File: src/design/rpd_pkg.sv
`timescale 1ns / 1ps
// ----------------------------------------------------------------------------
// rpd_pkg
// Shared types, codes and helpers of the request path percent decoder.
// ----------------------------------------------------------------------------
package rpd_pkg;

  // Path status codes
  localparam logic [1:0] ST_OK   = 2'd0;
  localparam logic [1:0] ST_SEP  = 2'd1;
  localparam logic [1:0] ST_UTF8 = 2'd2;

  // Range limit on the next UTF-8 continuation byte
  localparam logic [2:0] CLS_NONE = 3'd0;  // 80-BF
  localparam logic [2:0] CLS_A0   = 3'd1;  // A0-BF
  localparam logic [2:0] CLS_9F   = 3'd2;  // 80-9F
  localparam logic [2:0] CLS_90   = 3'd3;  // 90-BF
  localparam logic [2:0] CLS_8F   = 3'd4;  // 80-8F

  // Held lookahead byte counts
  localparam logic [1:0] HC_NONE = 2'd0;
  localparam logic [1:0] HC_ONE  = 2'd1;
  localparam logic [1:0] HC_TWO  = 2'd2;

  localparam logic [7:0] CH_PCT    = 8'h25;
  localparam logic [7:0] CH_SLASH  = 8'h2F;
  localparam logic [7:0] CH_BSLASH = 8'h5C;

  // Results one item can produce
  localparam int unsigned MaxRes = 3;

  typedef struct packed {
    logic [1:0] rem;   // continuation bytes still expected
    logic [2:0] cls;   // range class of the next continuation byte
    logic [1:0] err;   // sticky status
  } rpd_utf8_t;

  typedef struct packed {
    logic [1:0] held_count;
    logic [7:0] held0;     // held '%'
    logic [7:0] held1;     // held first hex digit
    rpd_utf8_t  utf8;
  } rpd_ctx_t;

  typedef struct packed {
    logic [7:0] data;
    logic       has_byte;
    logic       last;
    logic [1:0] status;
  } rpd_res_t;

  function automatic logic hex_ok(input logic [7:0] b);
    return (b >= 8'h30 && b <= 8'h39) || (b >= 8'h61 && b <= 8'h66) ||
           (b >= 8'h41 && b <= 8'h46);
  endfunction

  function automatic logic [3:0] hex_val(input logic [7:0] b);
    logic [7:0] v;
    v = 8'h00;
    if (b >= 8'h30 && b <= 8'h39) begin
      v = b - 8'h30;
    end else if (b >= 8'h61 && b <= 8'h66) begin
      v = b - 8'h57;
    end else if (b >= 8'h41 && b <= 8'h46) begin
      v = b - 8'h37;
    end
    return v[3:0];
  endfunction

endpackage

File: src/design/request_path_percent_decoder_core.sv
`timescale 1ns / 1ps
// ----------------------------------------------------------------------------
// request_path_percent_decoder_core
// Percent decoder for request paths with strict UTF-8 checking.
// ----------------------------------------------------------------------------
// Takes a request path one byte per item, in_last_i on its final byte, and
// gives out decoded path bytes one result item at a time. "%hh" (hex, either
// case) becomes one byte; any other '%' passes through. An encoded '/' or
// backslash sets status 1 and drops every later byte of the path; bad UTF-8
// (overlong, surrogate, above U+10FFFF, cut off at the end) sets status 2.
// The result flagged out_last_o carries the status of the whole path; a path
// whose final item yields no byte ends in one result with has_byte_o low.
// Timing: an item is decoded in the cycle it is accepted and its results
// (zero to three) land in a three-entry result buffer that drains one result
// per cycle while out_stall_i is low. An item yielding at most one result is
// taken every cycle unless the output stalls; one yielding more stalls the
// input while they drain. Its first result is on the port the next cycle.
// ----------------------------------------------------------------------------
module request_path_percent_decoder_core import rpd_pkg::*; (
  input  logic       clk_i,
  input  logic       rst_ni,
  // input channel
  input  logic       in_valid_i,
  output logic       in_stall_o,
  input  logic [7:0] in_byte_i,
  input  logic       in_last_i,
  // result channel
  output logic       out_valid_o,
  input  logic       out_stall_i,
  output logic [7:0] out_byte_o,
  output logic       has_byte_o,
  output logic       out_last_o,
  output logic [1:0] status_o
);

  // Decoder context: held lookahead bytes and UTF-8 tracking
  rpd_ctx_t   ctx_q;
  rpd_ctx_t   ctx_d;

  // Step results of the item at the port
  rpd_res_t   step_res [MaxRes];
  logic [1:0] step_n;

  // Result buffer, head at entry 0
  rpd_res_t   buf_q [MaxRes];
  logic [1:0] cnt_q;

  logic       in_acc;
  logic       out_pop;

  rpd_step u_step (
    .ctx_i   (ctx_q),
    .byte_i  (in_byte_i),
    .last_i  (in_last_i),
    .ctx_o   (ctx_d),
    .res_o   (step_res),
    .res_n_o (step_n)
  );

  assign out_valid_o = (cnt_q != 2'd0);
  assign out_pop     = out_valid_o && !out_stall_i;
  // Room for a whole batch once the buffer is empty or its last entry leaves
  assign in_stall_o  = !((cnt_q == 2'd0) || (cnt_q == 2'd1 && out_pop));
  assign in_acc      = in_valid_i && !in_stall_o;

  assign out_byte_o = buf_q[0].data;
  assign has_byte_o = buf_q[0].has_byte;
  assign out_last_o = buf_q[0].last;
  assign status_o   = buf_q[0].status;

  always_ff @(posedge clk_i or negedge rst_ni) begin
    if (!rst_ni) begin
      ctx_q <= '0;
      cnt_q <= 2'd0;
    end else begin
      if (in_acc) begin
        ctx_q <= ctx_d;
        cnt_q <= step_n;
      end else if (out_pop) begin
        cnt_q <= cnt_q - 2'd1;
      end
    end
  end

  // Payload: load a fresh batch, or shift toward the head on a pop
  always_ff @(posedge clk_i) begin
    if (in_acc) begin
      for (int k = 0; k < MaxRes; k++) begin
        buf_q[k] <= step_res[k];
      end
    end else if (out_pop) begin
      for (int k = 0; k < MaxRes - 1; k++) begin
        buf_q[k] <= buf_q[k+1];
      end
    end
  end

`ifndef ASSERT_OFF
  // Context returns to reset after the final byte of a path
  a_path_reset: assert property (@(posedge clk_i) disable iff (!rst_ni)
    (in_acc && in_last_i) |=> (ctx_q == '0))
    else $error("context not cleared after path end");

  // Lookahead never holds more than two bytes
  a_held_count: assert property (@(posedge clk_i) disable iff (!rst_ni)
    ctx_q.held_count != 2'd3)
    else $error("held count out of range");

  // A separator drops all later bytes, so it only shows on the final empty result
  a_sep_final: assert property (@(posedge clk_i) disable iff (!rst_ni)
    (out_valid_o && status_o == ST_SEP) |-> (out_last_o && !has_byte_o))
    else $error("separator status on a byte result");

  // A result without a byte is always the end of a path
  a_empty_last: assert property (@(posedge clk_i) disable iff (!rst_ni)
    (out_valid_o && !has_byte_o) |-> out_last_o)
    else $error("empty result that is not last");
`endif

endmodule

File: src/design/rpd_emit.sv
`timescale 1ns / 1ps
// ----------------------------------------------------------------------------
// rpd_emit
// One decoded byte out: strict UTF-8 tracking and the result it makes.
// ----------------------------------------------------------------------------
module rpd_emit import rpd_pkg::*; (
  input  logic      en_i,
  input  logic [7:0] byte_i,
  input  rpd_utf8_t st_i,
  output rpd_utf8_t st_o,
  output logic      vld_o,
  output rpd_res_t  res_o
);

  logic [7:0] lo;
  logic [7:0] hi;
  rpd_utf8_t  nx;
  logic       fail;

  always_comb begin
    lo   = 8'h80;
    hi   = 8'hBF;
    nx   = st_i;
    fail = 1'b0;
    case (st_i.cls)
      CLS_A0:  lo = 8'hA0;
      CLS_9F:  hi = 8'h9F;
      CLS_90:  lo = 8'h90;
      CLS_8F:  hi = 8'h8F;
      default: ;
    endcase

    nx.cls = CLS_NONE;
    if (st_i.rem != 2'd0) begin
      if (byte_i < lo || byte_i > hi) begin
        fail = 1'b1;
      end else begin
        nx.rem = st_i.rem - 2'd1;
      end
    end else if (byte_i < 8'h80) begin
      nx.rem = 2'd0;
    end else if (byte_i >= 8'hC2 && byte_i <= 8'hDF) begin
      nx.rem = 2'd1;
    end else if (byte_i >= 8'hE0 && byte_i <= 8'hEF) begin
      nx.rem = 2'd2;
      if (byte_i == 8'hE0) nx.cls = CLS_A0;
      else if (byte_i == 8'hED) nx.cls = CLS_9F;
    end else if (byte_i >= 8'hF0 && byte_i <= 8'hF4) begin
      nx.rem = 2'd3;
      if (byte_i == 8'hF0) nx.cls = CLS_90;
      else if (byte_i == 8'hF4) nx.cls = CLS_8F;
    end else begin
      fail = 1'b1;
    end

    if (fail) begin
      nx.rem = 2'd0;
      nx.cls = CLS_NONE;
      if (st_i.err == ST_OK) nx.err = ST_UTF8;
    end

    // Bytes after an encoded separator are dropped
    vld_o = en_i && (st_i.err != ST_SEP);
    st_o  = vld_o ? nx : st_i;

    res_o.data     = byte_i;
    res_o.has_byte = 1'b1;
    res_o.last     = 1'b0;
    res_o.status   = nx.err;
  end

endmodule

File: src/design/rpd_step.sv
`timescale 1ns / 1ps
// ----------------------------------------------------------------------------
// rpd_step
// Percent lookahead for one path byte: next context and up to three results.
// ----------------------------------------------------------------------------
module rpd_step import rpd_pkg::*; (
  input  rpd_ctx_t   ctx_i,
  input  logic [7:0] byte_i,
  input  logic       last_i,
  output rpd_ctx_t   ctx_o,
  output rpd_res_t   res_o [MaxRes],
  output logic [1:0] res_n_o
);

  logic       en   [MaxRes];
  logic [7:0] eb   [MaxRes];
  rpd_utf8_t  est  [MaxRes+1];
  logic       evld [MaxRes];
  rpd_res_t   eres [MaxRes];

  logic       pct_hold;
  logic       sep;
  logic [7:0] dec;
  logic [1:0] hc_d;
  logic [7:0] h0_d;
  logic [7:0] h1_d;
  logic [1:0] n;
  logic [1:0] st_fin;
  rpd_utf8_t  u_fin;

  assign pct_hold = (byte_i == CH_PCT) && !last_i;
  assign dec      = {hex_val(ctx_i.held1), hex_val(byte_i)};

  always_comb begin
    for (int k = 0; k < MaxRes; k++) begin
      en[k] = 1'b0;
      eb[k] = byte_i;
    end
    sep  = 1'b0;
    hc_d = HC_NONE;
    h0_d = ctx_i.held0;
    h1_d = ctx_i.held1;
    case (ctx_i.held_count)
      HC_ONE: begin
        if (hex_ok(byte_i) && !last_i) begin
          hc_d = HC_TWO;
          h1_d = byte_i;
        end else begin
          en[0] = 1'b1;
          eb[0] = ctx_i.held0;
          if (pct_hold) begin
            hc_d = HC_ONE;
            h0_d = byte_i;
          end else begin
            en[1] = 1'b1;
          end
        end
      end
      HC_TWO: begin
        if (hex_ok(ctx_i.held1) && hex_ok(byte_i)) begin
          if (dec == CH_SLASH || dec == CH_BSLASH) begin
            sep = 1'b1;
          end else begin
            en[0] = 1'b1;
            eb[0] = dec;
          end
        end else begin
          en[0] = 1'b1;
          eb[0] = ctx_i.held0;
          en[1] = 1'b1;
          eb[1] = ctx_i.held1;
          if (pct_hold) begin
            hc_d = HC_ONE;
            h0_d = byte_i;
          end else begin
            en[2] = 1'b1;
          end
        end
      end
      default: begin
        if (pct_hold) begin
          hc_d = HC_ONE;
          h0_d = byte_i;
        end else begin
          en[0] = 1'b1;
        end
      end
    endcase
  end

  assign est[0] = ctx_i.utf8;

  for (genvar g = 0; g < MaxRes; g++) begin : g_emit
    rpd_emit u_emit (
      .en_i   (en[g]),
      .byte_i (eb[g]),
      .st_i   (est[g]),
      .st_o   (est[g+1]),
      .vld_o  (evld[g]),
      .res_o  (eres[g])
    );
  end

  // Enabled slots form a prefix, so the valid results do too
  always_comb begin
    u_fin = est[MaxRes];
    if (sep) u_fin.err = ST_SEP;
    n = 2'({1'b0, evld[0]} + {1'b0, evld[1]} + {1'b0, evld[2]});

    st_fin = u_fin.err;
    if (st_fin == ST_OK && u_fin.rem != 2'd0) st_fin = ST_UTF8;

    for (int k = 0; k < MaxRes; k++) begin
      res_o[k] = eres[k];
    end

    ctx_o.held_count = hc_d;
    ctx_o.held0      = h0_d;
    ctx_o.held1      = h1_d;
    ctx_o.utf8       = u_fin;

    if (last_i) begin
      case (n)
        2'd0: begin
          res_o[0] = '{data: 8'h00, has_byte: 1'b0, last: 1'b1, status: st_fin};
          n = 2'd1;
        end
        2'd1: begin
          res_o[0].last   = 1'b1;
          res_o[0].status = st_fin;
        end
        2'd2: begin
          res_o[1].last   = 1'b1;
          res_o[1].status = st_fin;
        end
        default: begin
          res_o[2].last   = 1'b1;
          res_o[2].status = st_fin;
        end
      endcase
      ctx_o = '0;
    end
    res_n_o = n;
  end

endmodule
File: config.mk
export PLATFORM = sky130hd
export DESIGN_NAME = request_path_percent_decoder_core
export DESIGN_NICKNAME = d
export VERILOG_FILES = /design/src/design/rpd_pkg.sv /design/src/design/request_path_percent_decoder_core.sv /design/src/design/rpd_emit.sv /design/src/design/rpd_step.sv
export SDC_FILE = /design/constraint.sdc
export NUM_CORES = 1
export LEC_CHECK = 0
export ABC_AREA = 1
export BUFFER_PORTS_ARGS = -buffer_cell sky130_fd_sc_hd__buf_2
export CAP_MARGIN = 30
export CORE_MARGIN = 1.5
export CORE_UTILIZATION = 56
export CTS_BUF_LIST = sky130_fd_sc_hd__clkbuf_2
export DETAILED_ROUTE_END_ITERATION = 7
export PLACE_DENSITY_LB_ADDON = 0.3
export SYNTH_ARGS = -nofsm -noshare
export SYNTH_HDL_FRONTEND = slang
export SYNTH_SLANG_ARGS = --single-unit
File: constraint.sdc
create_clock -name clk_i -period 5.1 [get_ports clk_i]
set_clock_uncertainty 0.1 [all_clocks]
set_input_delay 1.53 -clock clk_i [delete_from_list [all_inputs] [get_ports clk_i]]
set_output_delay 1.53 -clock clk_i [all_outputs]
set_load 0.1 [all_outputs]
After elaboration in Yosys (flattened, before gate mapping)
Memory sizes are Yosys's and may differ from the RTL's.
Index checks and enable logic that the tools add are counted.
Cells by class
  $add $sub $neg: 12
  shifts and indexed selects: 0
  reductions and logical operators: 55
  bitwise logic cells: 2
  equality and inequality tests: 37
  multiply operators: 0
  divide/modulo/power cells: 0
  multiplexer cells: 126
  magnitude comparators: 39
Operators by type and width (number)
  $eq 8x8->1 const B: 12
  $mux 8: 10
  $ge 8x8->1 const B: 9
  $le 8x8->1 const B: 9
  $pmux 6 s2: 6
  $mux 2: 30
  $mux 3: 20
  $mux 7: 6
  $mux 12: 3
  $ge 8x7->1 const B: 4
  $le 8x7->1 const B: 4
  $mux 1: 32
  $pmux 8 s2: 2
  $mux 5: 6
  $logic_and 1x1->1: 25
  $mux 25: 1
  $gt 8x8->1: 3
  $lt 8x8->1: 3
  $lt 8x8->1 const B: 3
  $mux 4: 6
  $eq 3x2->1 const B: 6
  $eq 8x6->1 const B: 2
  $ge 8x6->1 const B: 2
  $le 8x6->1 const B: 2
  23 further kinds: 65
Word-level totals
  output and inout bits: 14
  memories: 1
  bits in writable memories: 36
  word-level logic and storage cells: 279
  bits in read-only memories: 0
  input port bits: 13
  latch bits: 0
  flip-flop bits (word level): 27
Memory list
  buf_q: words 3, bits a word 12, rd ports 3, clocked after Yosys merged registers in 0, wr ports 3, RTL line request_path_percent_decoder_core.sv:45  | rpd_res_t buf_q [MaxRes];

Depth between registers and ports, before layout
Gate-level depths: netlist of run 1.
  depth in word-level cells: 43
  depth in mapped cells: 52
  gate-level depth less buffers: 52

Modules after synthesis
A second synthesis of run 1 with hierarchy kept.
Unflattened totals
  cell total of the unflattened synthesis: 953
  area, all modules: 6133.4 um^2
By module, submodules not included
  request_path_percent_decoder_core: sequential area each 1756.7 um^2, instances 1, cells an instance 258, area an instance 2657.5 um^2
  rpd_step: sequential area each 0.0 um^2, instances 1, cells an instance 365, area an instance 1771.7 um^2
  rpd_emit: sequential area each 0.0 um^2, instances 3, cells an instance 110, area an instance 568.0 um^2

Worst setup path before layout of run 1
No wires, ideal clock.
  path kind: in2reg
  from: in in_byte_i[0]
  to: mem buf_q[0][1] (netlist bit) (data pin)
  slack: -1605 ps
  data required time: 4748 ps
  library setup time: 252 ps
  stages on the path: 46
  buffers on the path: 0
  data arrival time: 6353 ps
  cell sequence: clkinv_1 > ha_1 > nor2_1 > nand2_1 > nand3_4 > clkinv_4 > nand2_2 > nand2_2 > nor2_2 > nand2_1 > nand2_1 > nand3_2 > nand2_1 > nand3_1 > a21oi_1 > ha_1 > a21oi_1 > o21bai_1 > [... 10 more ...] > a21oi_1 > and2_1 > nor3_1 > ha_1 > nand3_1 > nor2_1 > o211ai_1 > a21oi_2 > o21ai_1 > nand2_1 > nand2_1 > nor2_2 > nand2_2 > nand3_2 > nand2_2 > nand3_1 > nand2_1 > nand2_1
RTL lines
  from (decl): RTL line request_path_percent_decoder_core.sv:25  | input logic [7:0] in_byte_i,
  to (decl): RTL line request_path_percent_decoder_core.sv:45

Worst setup path after layout of run 1
  from: in in_byte_i[4]
  to: reg ctx_q[5] (netlist bit)
Between the ends
  longest elaborated chain between the ends: 37
  elaborated cells on any way between the ends: 162
  those cells by class: add/sub (2); order compare (33); eq/ne (21); mux (79); reduce/logical (27)
RTL lines
  branches (longest 35 deep; another with $ge 8x7->1)
  $mux 7 *: RTL line rpd_emit.sv:64  | st_o = vld_o ? nx : st_i;
  $mux 25 *: RTL line rpd_step.sv:122  | if (last_i) begin
  to (signal assigned): RTL line request_path_percent_decoder_core.sv:77  | ctx_q <= ctx_d;
  to (decl): RTL line request_path_percent_decoder_core.sv:37  | rpd_ctx_t ctx_q;
Mark *: on every way between the ends.
A chain may end at the register's enable or synchronous reset.

==> flow_summary.ini, run 1 <==
[yosys]
synth_top_cell_by_area = edfxtp_1
syn_area_sq_um = 5079
postSynthAreaPerCell_sq_um = 6.995
ys_seq_area_share_pct = 33.41
async_flop_share_pct = 44.26
ys_seq_elements = 61
synth_edf_count = 34
syn-instance-count = 726
synthFlopType = edfxtp_1
synth.yosys.warnings = 0
yosysTopAreaCellShare_pct = 20.10
synth_nets = 764
synth_cell_types = 47
ys_top_cells_by_area = edfxtp_1 20%, nand2_1 15%, dfrtp_1 13%

[sta]
finalSetupViolations = 9
period_share_pct = 126.3
finalHoldViolCount = 0
fin_crit_ps = 6443
fmax_ghz = 0.1552
layout_setup_ws_ps = -1343
slew_viol_final = 0
tightest_slew_ps = 801.8
rsz0062_at_grt = yes
slew_headroom_pct = 46.49

[global_routing]
grt_max_degree = 36
antenna_found_initial = 0
grt_overflow = 0
gr-usage-all-layers_pct = 36.62
grt_pass1_vias = 5671
grt_pass1_wl_um = 27650

[placed_design]
dp_hpwl_um = 13320
port_buffers = 26
place_inst = 1002
gp_congestion = 0.9580

[setup_path]
critPathCaptureType = flop
cpPeakStageDelay_ps = 280
arrival_ps = 6750
path_class = input pin to flop
crit_required_ps = 5400
crit_slowest_cell = ha_1
critPathLaunchType = input pin
path_max_fanout = 6

[floorplanning]
core-area_sq_um = 8763
die_w_um = 98.23
rows = 34
die-area_sq_um = 9649
fp.dieH_um = 98.23
ios = 27
initial_core_util_pct = 57.95

[drt]
vias_per_cell = 5.688
drt_iter0_drc = 485
firstDrtPassIters = 5
wire_per_inst_um = 17.38
drtAntennaViolNets = 0
routed_wl_um = 18250
drc_errors = 0
num_vias = 5972

[power_and_ir_drop]
ir_drop_uv = 327.5
leakagePower_nw = 3.500
power_mw = 2.903
powerDensity_nw_per_um2 = 397.0

[clock_network]
htreeDepth = 3
clock_path_buffers = 2
insertion_delay_ps = 500
cts_tree = yes
clock_sinks = 61
clkTransAtPathRegs_ps = 200
numCtsBuffers = 9
cts_hold_buf = 0
clockRootBuffer = clkbuf_2

[layout]
final_core_util_pct = 83.45
drive_gt1_share_pct = 41.72
n_antenna_cell = 0
fin_nets = 975
fillCellCount = 571
multi_input_area_sq_um = 3338
mostFrequentLayoutCells = 187 x buf_4, 179 x nand2_1, 81 x inv_1, 58 x nor2_1, 45 x o21ai_0
area_delta_synth_final_pct = 44.00
seq_area_sq_um = 1697
final_cells = 1050
final_common_cell = buf_4

[status]
violations = negative setup slack
status = finished with violations

[worst_hold_path]
min_path_type = flop to flop

[job]
maxCapViolCount = 0
-- kinds of logic after synthesis --
kind of cell / count (synthesis) / share of synthesized area [%]
AND/OR/NAND/NOR: 382 / 34.17
AO/OA/AOI/OAI: 133 / 15.45
buffers and inverters: 123 / 10.32
flip-flops: 61 / 33.41
adder cells (fa/ha/maj): 25 / 6.307
XOR/XNOR: 2 / 0.3450
-- state kept, by name, summed over array words and instances, names as in the netlist --
| register | cells |
|---|---|
| buf_q | 34 |
| cnt_q | 2 |
| ctx_q | 25 |
-- per-layer routing --
layer | wire length, um | vias to the layer above | part of all wire [%] | global-route usage (%)
met4 | 960 | 0 | 5.3 | 18.31
li1 | - | 2814 | - | -
met1 | 7084 | 2769 | 39 | 43.32
met2 | 8839 | 308 | 48 | 63.24
met3 | 1368 | 81 | 7.5 | 7.445
met5 | 0 | - | 0 | 0
-- timing repair --
item | CTS | global route
gates cloned | 1 | 0
setup buffers | 21 | 10
pin swaps | 41 | 70
setup endpoints to repair | 9 | 9
resized for setup | 40 | 73
-- cells in the mapped netlist (9+ instances only) --
master and count:
nand2_2 16, ha_1 24, inv_2 12, o21ai_1 21, nand2_1 202, edfxtp_1 34, buf_4 11, nand4_1 10
a21oi_1 22, nor2_1 69, o21ai_0 50, dfrtp_1 27, inv_1 89, o22ai_1 9, nand3_1 48
-- power breakdown --
| group | internal [mW] | switching [mW] | total, mW | leakage (nW) |
|---|---|---|---|---|
| clock network | 0.114 | 0.201 | 0.315 | 0.0679 |
| logic | 0.667 | 1.18 | 1.85 | 2.73 |
| registers | 0.697 | 0.0445 | 0.742 | 0.701 |
-- worst max-delay path, delay by kind of cell --
| family | cells | cell delay [ps] |
|---|---|---|
| adders and majority gates | 3 | 710 |
| AOI/OAI and AO/OA | 10 | 1270 |
| buffers and inverters | 6 | 640 |
| and+or+nand+nor | 27 | 2600 |
-- final cells by class --
type | count | share of cell area (%)
timing repair buffer | 219 | 22.24
clock inverter | 6 | 0.8725
clock buffer | 10 | 0.6843
multi-input combinational | 543 | 45.65
sequential | 61 | 23.20
tap | 108 | 1.848
inverter | 103 | 5.509
-- stage by stage --
stage | worst slack (ps) | hold slack (ps) | cell area (sq um) | TNS [ps]
6_report | -1343 | 433.0 | 7313 | -9770
5_1_grt | -1627 | 464.8 | 7313 | -12270
4_1_cts | -1198 | 426.0 | 6940 | -8602
3_5_place_dp | -1971 | 390.4 | 6490 | -15230
3_3_place_gp | -1871 | 377.2 | 6490 | -14240
2_1_floorplan | -1315 | 358.4 | 5126 | -8841
-- final timing paths --
check | start | end | slack, ps | depth (start not counted)
setup / recovery | in_byte_i[4] | ctx_q[5] | -1340 | 46
hold / removal | ctx_q[21] | ctx_q[21] | 430 | 2
setup reg to reg | ctx_q[7] | ctx_q[5] | -820 | 47
hold reg to reg | ctx_q[21] | ctx_q[21] | 430 | 2
max in group asynchronous | rst_ni | ctx_q[5] | 3520 | 1
min in group asynchronous | rst_ni | cnt_q[0] | 910 | 1
Note: power is estimated with default switching activity, not from simulation.
==> run 2: changes to the inputs <==
--- a/config.mk
+++ b/config.mk
@@ -13,6 +13,7 @@
 export CTS_BUF_LIST = sky130_fd_sc_hd__clkbuf_2
 export DETAILED_ROUTE_END_ITERATION = 7
 export PLACE_DENSITY_LB_ADDON = 0.3
+export REMOVE_ABC_BUFFERS = 1
 export SYNTH_ARGS = -nofsm -noshare
 export SYNTH_HDL_FRONTEND = slang
 export SYNTH_SLANG_ARGS = --single-unit
==> flow_summary.ini, run 2 (synthesized netlist as in run 1, its figures left out) <==
[status]
violations = negative setup slack
status = finished with violations

[global_routing]
top_usage_layer = met2
grt_pass1_vias = 5888
grt_pass1_wl_um = 28940
grtUsageMet3_pct = 7.802
grt_overflow = 0
gr-usage-all-layers_pct = 38.05
grt_max_degree = 28
antenna_found_initial = 0
use_met1_pct = 45.19
use_met2_pct = 62.81

[placed_design]
place_inst = 1003
dpl_cell_area_sq_um = 6450
dp_hpwl_um = 13100
port_buffers = 26
gp_congestion = 1.047

[sta]
finalSetupViolations = 13
slew_headroom_pct = 58.57
hold_slack_ps = 438.7
slew_viol_final = 0
rsz0062_at_grt = yes
fmax_ghz = 0.1484
period_share_pct = 132.1
layout_setup_ws_ps = -1638
finalHoldViolCount = 0
tightest_slew_ps = 621.5
fin_crit_ps = 6738

[drt]
num_vias = 6328
drtAntennaViolNets = 0
routed_wl_um = 20260
firstDrtPassIters = 7
drt_iter0_drc = 598
wire_per_inst_um = 18.92
vias_per_cell = 5.908
drc_errors = 0

[floorplanning]
die_w_um = 98.23
ios = 27
initial_core_util_pct = 57.95
core-area_sq_um = 8763
fp.dieH_um = 98.23
die-area_sq_um = 9649
rows = 34

[setup_path]
crit_required_ps = 5390
reg2reg_slack_ps = -1120
rr_startpoint = ctx_q[8]
critPathCaptureType = flop
arrival_ps = 7020
critPathLaunchType = input pin
reg2reg_to = buf_q[0][13]
crit_slowest_cell = o21ai_4
reg2reg_depth = 44
cp_common_cell = buf_4
path_class = input pin to flop
cpPeakStageDelay_ps = 270
path_max_fanout = 4

[layout]
area_delta_synth_final_pct = 47.70
mostFrequentLayoutCells = 205 x buf_4, 181 x nand2_1, 77 x inv_1, 58 x nor2_1, 40 x o21ai_0
largest_reg_flops = 34
final_core_util_pct = 85.59
final_cells = 1071
regMostFlops = buf_q
final_common_cell = buf_4
reg.largest.list = buf_q x34, ctx_q x25, cnt_q x2
drive_gt1_share_pct = 43.41
n_antenna_cell = 0
design_area_sq_um = 7501
fin_nets = 996

[power_and_ir_drop]
powerDensity_nw_per_um2 = 396.6
ir_drop_uv = 268.1
power_mw = 2.975
leakagePower_nw = 3.620

[worst_hold_path]
whs_endpoint = cnt_q[1]
min_path_type = flop to flop
whs_path_depth = 2
hold_start = cnt_q[1]

[clock_network]
clock_sinks = 61
cts_tree = yes
htreeDepth = 3
numCtsBuffers = 9
insertion_delay_ps = 580
clockRootBuffer = clkbuf_2
clkTransAtPathRegs_ps = 230
clock_path_buffers = 2

[job]
maxCapViolCount = 0
run 2: cell types whose count changed in the layout (fill, tap and decap cells not counted), moves of 3 or more:
cell	before	now
buf_4	187	205
inv_1	81	77
inv_2	17	20
nand2_2	33	28
nand2_4	11	14
nand3_1	40	37
nand3_2	12	16
o21ai_0	45	40
o21ai_1	16	21
run 2: power by group:
| part | internal [mW] | switching (mW) |
|---|---|---|
| Sequential | 0.696 | 0.0458 |
| Clock | 0.114 | 0.219 |
| Combinational | 0.680 | 1.22 |
| Total | 1.49 | 1.48 |
run 2: worst max-delay path: cells and delay by family:
kind            cells  cell delay [ps]
simple gates       13             1430
buf+inv            30             3800
compound gates      1              270
run 2: what timing repair did:
action,in CTS,in global routing
cloned,1,0
setup buffers,39,12
gates resized for setup,66,85
setup endpoints to repair,9,13
pin swaps,57,52
hold buffers,0,0
run 2: layout make-up:
class | count | area (sq um)
Clock inverter | 7 | 73.82
Inverter | 103 | 414.1
Clock buffer | 9 | 45.04
Timing Repair Buffer | 240 | 1805
Multi-Input combinational cell | 543 | 3331
Tap cell | 108 | 135.1
Sequential cell | 61 | 1697
Fill cell | 524 | 1262
run 2: metrics by stage:
| step | worst slack [ps] | TNS (ps) |
|---|---|---|
| 2_1_floorplan | -1613 | -11370 |
| 3_3_place_gp | -1878 | -14300 |
| 3_5_place_dp | -2183 | -16670 |
| 4_1_cts | -1227 | -11210 |
| 5_1_grt | -1709 | -19360 |
| 6_report | -1638 | -17590 |
run 2: worst max-delay path by stage:
| stage | startpoint | end |
|---|---|---|
| floorplan | in_byte_i[0] | buf_q[0][1] |
| global placement | in_byte_i[0] | buf_q[0][1] |
| detailed placement | in_byte_i[0] | buf_q[0][13] |
| CTS | in_byte_i[0] | buf_q[0][13] |
| global route | in_byte_i[7] | buf_q[0][13] |
| finish | in_byte_i[7] | buf_q[0][13] |
run 2: layer usage:
layer / share of wire, % / up-vias
li1: - / 2851
met1: 36 / 2889
met2: 46 / 438
met3: 9.7 / 150
met4: 8.0 / 0
met5: 0 / -
